$ cat config.mk
export PLATFORM = sky130hd
export DESIGN_NAME = cbpa_cfg_regs
export DESIGN_NICKNAME = d
export VERILOG_FILES = /design/src/cbpa_pkg.sv /design/src/cbpa_cfg_regs.sv
export SDC_FILE = /design/constraint.sdc
export NUM_CORES = 1
export LEC_CHECK = 0
export ABC_AREA = 1
export BUFFER_PORTS_ARGS = -buffer_cell sky130_fd_sc_hd__buf_2
export CORE_MARGIN = 2
export CORE_UTILIZATION = 40
export DETAILED_ROUTE_END_ITERATION = 16
export PLACE_DENSITY = 0.75
export SKIP_CTS_REPAIR_TIMING = 1
export SLEW_MARGIN = 20
export SYNTH_ARGS = -nofsm -noshare
export SYNTH_HDL_FRONTEND = slang
export SYNTH_SLANG_ARGS = --single-unit
$ cat constraint.sdc
create_clock -name clk -period 3.05 [get_ports clk]
set_input_delay 0.7625 -clock clk [delete_from_list [all_inputs] [get_ports clk]]
set_output_delay 0.7625 -clock clk [all_outputs]
set_load 0.02 [all_outputs]
$ cat src/cbpa_pkg.sv
`timescale 1ns / 1ps
`default_nettype none

package cbpa_pkg;

  // Pool geometry
  localparam int MAX_CHUNKS = 8;
  localparam int MAX_BLOCKS = 256;
  localparam int ADDR_W     = 32;

  localparam int CHUNK_W    = (MAX_CHUNKS > 1) ? $clog2(MAX_CHUNKS) : 1;
  localparam int IDX_W      = $clog2(MAX_BLOCKS);
  localparam int LINK_W     = IDX_W + 1;
  localparam int LINK_DEPTH = MAX_CHUNKS * MAX_BLOCKS;
  localparam int LINK_AW    = CHUNK_W + IDX_W;
  localparam int OPEN_W     = $clog2(MAX_CHUNKS + 1);

  // Field widths
  localparam int MODE_W   = 2;
  localparam int STATUS_W = 3;
  localparam int USE_W    = 12;
  localparam int LG_W     = 5;
  localparam int BC_W     = 9;
  localparam int DATA_W   = 32;
  localparam int PADDR_W  = 4;

  localparam int LG_MIN = 3;
  localparam int LG_MAX = 16;
  localparam int BLK_W  = ADDR_W - LG_MIN;
  localparam int LIN_W  = LINK_AW;
  localparam int PROD_W = CHUNK_W + BC_W;

  localparam logic [LINK_W-1:0] END_MARK = LINK_W'(MAX_BLOCKS);

  // Modes
  localparam logic [MODE_W-1:0] MODE_ALLOC    = 2'd0;
  localparam logic [MODE_W-1:0] MODE_FREE     = 2'd1;
  localparam logic [MODE_W-1:0] MODE_INIT     = 2'd2;
  localparam logic [MODE_W-1:0] MODE_SHUTDOWN = 2'd3;

  // Status codes
  localparam logic [STATUS_W-1:0] ST_OK        = 3'd0;
  localparam logic [STATUS_W-1:0] ST_NOT_INIT  = 3'd1;
  localparam logic [STATUS_W-1:0] ST_NULL      = 3'd2;
  localparam logic [STATUS_W-1:0] ST_NOT_POOL  = 3'd3;
  localparam logic [STATUS_W-1:0] ST_EXHAUSTED = 3'd4;

  // Register indexes
  localparam logic [1:0] REG_BASE  = 2'd0;
  localparam logic [1:0] REG_LOG2  = 2'd1;
  localparam logic [1:0] REG_COUNT = 2'd2;

  // Effective (clamped) configuration
  typedef struct packed {
    logic [ADDR_W-1:0] base;
    logic [LG_W-1:0]   lg;
    logic [BC_W-1:0]   cnt;
  } cbpa_cfg_t;

endpackage

`default_nettype wire

$ cat src/cbpa_cfg_regs.sv
`timescale 1ns / 1ps
`default_nettype none

module cbpa_cfg_regs
  import cbpa_pkg::*;
(
  input  wire logic               clk,
  input  wire logic               rst_n,
  input  wire logic               psel,
  input  wire logic               penable,
  input  wire logic               pwrite,
  input  wire logic [PADDR_W-1:0] paddr,
  input  wire logic [DATA_W-1:0]  pwdata,
  output logic      [DATA_W-1:0]  prdata,
  output logic                    pready,
  output cbpa_cfg_t               cfg
);

  logic [ADDR_W-1:0] base_r;
  logic [LG_W-1:0]   lg_r;
  logic [BC_W-1:0]   cnt_r;
  logic [1:0]        idx;
  logic              wr_en;

  assign idx    = paddr[3:2];
  assign wr_en  = psel & penable & pwrite;
  assign pready = 1'b1;

  always_ff @(posedge clk) begin
    if (!rst_n) begin
      base_r <= '0;
      lg_r   <= LG_W'(6);
      cnt_r  <= BC_W'(256);
    end else if (wr_en) begin
      case (idx)
        REG_BASE:  base_r <= pwdata[ADDR_W-1:0];
        REG_LOG2:  lg_r   <= pwdata[LG_W-1:0];
        REG_COUNT: cnt_r  <= pwdata[BC_W-1:0];
        default:   ;
      endcase
    end
  end

  always_comb begin
    case (idx)
      REG_BASE:  prdata = DATA_W'(base_r);
      REG_LOG2:  prdata = DATA_W'(lg_r);
      REG_COUNT: prdata = DATA_W'(cnt_r);
      default:   prdata = '0;
    endcase
  end

  // clamp on use
  always_comb begin
    cfg.base = base_r;
    if (lg_r < LG_W'(LG_MIN))      cfg.lg = LG_W'(LG_MIN);
    else if (lg_r > LG_W'(LG_MAX)) cfg.lg = LG_W'(LG_MAX);
    else                           cfg.lg = lg_r;
    if (cnt_r == '0)                        cfg.cnt = BC_W'(1);
    else if (cnt_r > BC_W'(MAX_BLOCKS))     cfg.cnt = BC_W'(MAX_BLOCKS);
    else                                    cfg.cnt = cnt_r;
  end

endmodule

`default_nettype wire

==> flow_summary.toml <==
[sta]
relSlewSlack_pct = 45.0
tightest_slew_ns = 0.824
finalHoldViolCount = 0
min_period_ns = 2.47
fin_ws_ns = 0.577
rsz0062_at_grt = "false"
finClkSkew_ns = 0
tns_ns = 0
min_period_over_period_pct = 81.1
fmax_mhz = 404
drv_slew = 0
finalSetupViolations = 0

[finish]
multi_input_area_sq_mm = 0.00109
final_net_count = 551
drive_above_1_share_pct = 26.7
postLayoutCellArea_sq_mm = 0.00309
regArea_sq_um = 921
antennaDiodeCount = 0
area_delta_synth_final_pct = 28.9
nFillCells = 617

[logic_synthesis]
synth_nets = 444
syn-instance-count = 403
muxShareOfSynthArea_pct = 0
synth_top_family_by_area = "simple AND/OR/NAND/NOR gates"
yosys.area_share.adder_pct = 0
synth_compound_area_share_pct = 3.03
ys_warn_count = 0
synth-xor-area-share_pct = 0
synth-seq-cells = 46
ys_types = 17
synth-seq-area-share_pct = 38.5
yosys.area_share.simple_pct = 42.2
synth_area_sq_mm = 0.00239
syn_avg_cell_area_sq_um = 5.94

[global_routing]
grt_pass1_wl_microns = 9940
grt_pass1_vias = 2267
antenna_found_initial = 0
grt_overflow_total = 0
grt_max_degree = 47
grt_usage_pct = 18.9

[pwr]
power_frac_clock_pct = 30.4
powerDensity_mw_per_mm2 = 371
comb_power_share_pct = 15.1
ir_worst_vdd_mv = 0.169
seqPwrFrac_pct = 54.5
p_int_w = 0.000829
swShare_pct = 27.6
leakage_nw = 1.66
p_sw_w = 0.000317

[worst_setup_path]
max_stage_delay_ns = 0.32
crit_path_end_kind = "primary output"
start_kind = "primary input"
path_cells = "buf_2 > inv_2 > nor2_1 > nand2_1 > o211ai_1 > buf_2"
crit_top_cell = "buf_2"
crit_arrival_ns = 1.71
cp_slowest_cell = "nor2_1"
worstPathMaxFanout = 5
crit_required_ns = 2.29
worstSetupPathType = "primary input to primary output"

[place]
io_buffers = 116
hpwl_microns = 4560
placed_area_sq_mm = 0.00301
gp_congestion = 0.769
pre_cts_ws_ns = 0.579

[floorplanning]
dieArea_sq_mm = 0.00662
fp-row-count = 28
initial_utilization_pct = 40.9
die_x_microns = 81.4
core-area_sq_mm = 0.00585
top_level_ports = 120
fp.dieH_microns = 81.4

[clock_tree]
cts_buffers = 5
cts.path.max_buffers = 2
cts_root_buf = "clkbuf_8"
htreeDepth = 2
clk_pin_slew_ns = 0.09
clk_latency_ns = 0.29
clock_sinks = 46
cts_tree = "done"

[drt]
num_vias = 2622
drt-wirelength-per-cell_microns = 10.7
first_iter_violations = 123
dr.pass1.iters = 4
drc = 0
ant_nets = 0
wirelength_microns = 6260
via_per_inst = 4.48

[run_status]
status = "finished clean"

[flow_run]
max_cap_violations = 0

[hold_path]
hold_path.class = "flop to flop"
-- stage by stage --
| stage | power, W | util [%] | std cells | hold WS (ns) |
|---|---|---|---|---|
| floorplan | 0.000750 | - | 403 | 0.429 |
| global placement | 0.000809 | 51.4 | 578 | 0.438 |
| detailed placement | 0.000812 | 51.4 | 578 | 0.451 |
| CTS | 0.00116 | 52.7 | 585 | 0.474 |
| global route | 0.00121 | 52.7 | 585 | 0.510 |
| finish | 0.00115 | 52.7 | 585 | 0.472 |
-- cell families after synthesis --
group,after synthesis
AO/OA/AOI/OAI,12
buffers and inverters,95
flip-flops,46
AND/OR/NAND/NOR,249
other,1
-- power groups by stage --
stage / logic [W] / registers, W / clock network [W]
3_3_place_gp: 0.000171 / 0.000638 / 0
5_1_grt: 0.000196 / 0.000626 / 0.000390
6_report: 0.000173 / 0.000624 / 0.000349
3_5_place_dp: 0.000174 / 0.000638 / 0
2_1_floorplan: 0.000103 / 0.000647 / 0
4_1_cts: 0.000174 / 0.000624 / 0.000363
-- cells in the mapped netlist, drive strengths merged --
cell type	number	share of area (%)
o211ai	5	1.6
conb	1	0.16
clkbuf	3	0.47
buf	20	4.4
dfxtp	46	38
inv	72	11
o21ai	5	1.0
nand3	48	10
nand2	72	11
a21oi	2	0.42
nor2	129	21
-- registers in the layout, indices dropped and copies added (netlist names) --
| signal | flops |
|---|---|
| cnt_r | 9 |
| base_r | 32 |
| lg_r | 5 |
-- critical path: cells and delay by family --
| family | cells | cell delay, ns |
|---|---|---|
| AOI/OAI and AO/OA | 1 | 0.12 |
| buffers and inverters | 3 | 0.39 |
| and+or+nand+nor | 2 | 0.43 |
-- area by class of cell --
class | count | area share, %
multi-input combinational | 262 | 35.3
timing repair buffer | 123 | 20.5
clock inverter | 2 | 0.324
tap | 75 | 3.04
inverter | 72 | 8.76
clock buffer | 5 | 2.23
sequential | 46 | 29.8
-- final timing paths --
| kind | start | to | slack, ns | depth (start not counted) |
|---|---|---|---|---|
| setup / recovery | paddr[2] | prdata[4] | 0.58 | 6 |
| hold / removal | lg_r[1] | lg_r[1] | 0.47 | 2 |
| setup reg to reg | cnt_r[8] | cnt_r[8] | 2.24 | 2 |
| hold reg to reg | lg_r[1] | lg_r[1] | 0.47 | 2 |
-- layout by cell type (no fill, tap or decap) --
cell type,n
nand3_1,48
nand2_1,71
dfxtp_1,46
a21oi_1,2
buf_2,116
o211ai_1,5
conb_1,1
nor2_4,1
inv_1,71
clkinv_2,2
nand2_2,1
o21ai_0,5
nor2_1,125
buf_4,7
inv_2,1
clkbuf_8,5
nor2_2,3
-- per-layer routing --
metal | vias to the layer above | wire [microns] | GRT usage (%)
met4 | 0 | 44 | 4.58
met1 | 1165 | 2720 | 22.4
met3 | 4 | 273 | 3.56
li1 | 1393 | - | -
met2 | 60 | 3230 | 34.6
met5 | - | 0 | 0
Power figures use the tool's default switching activity.
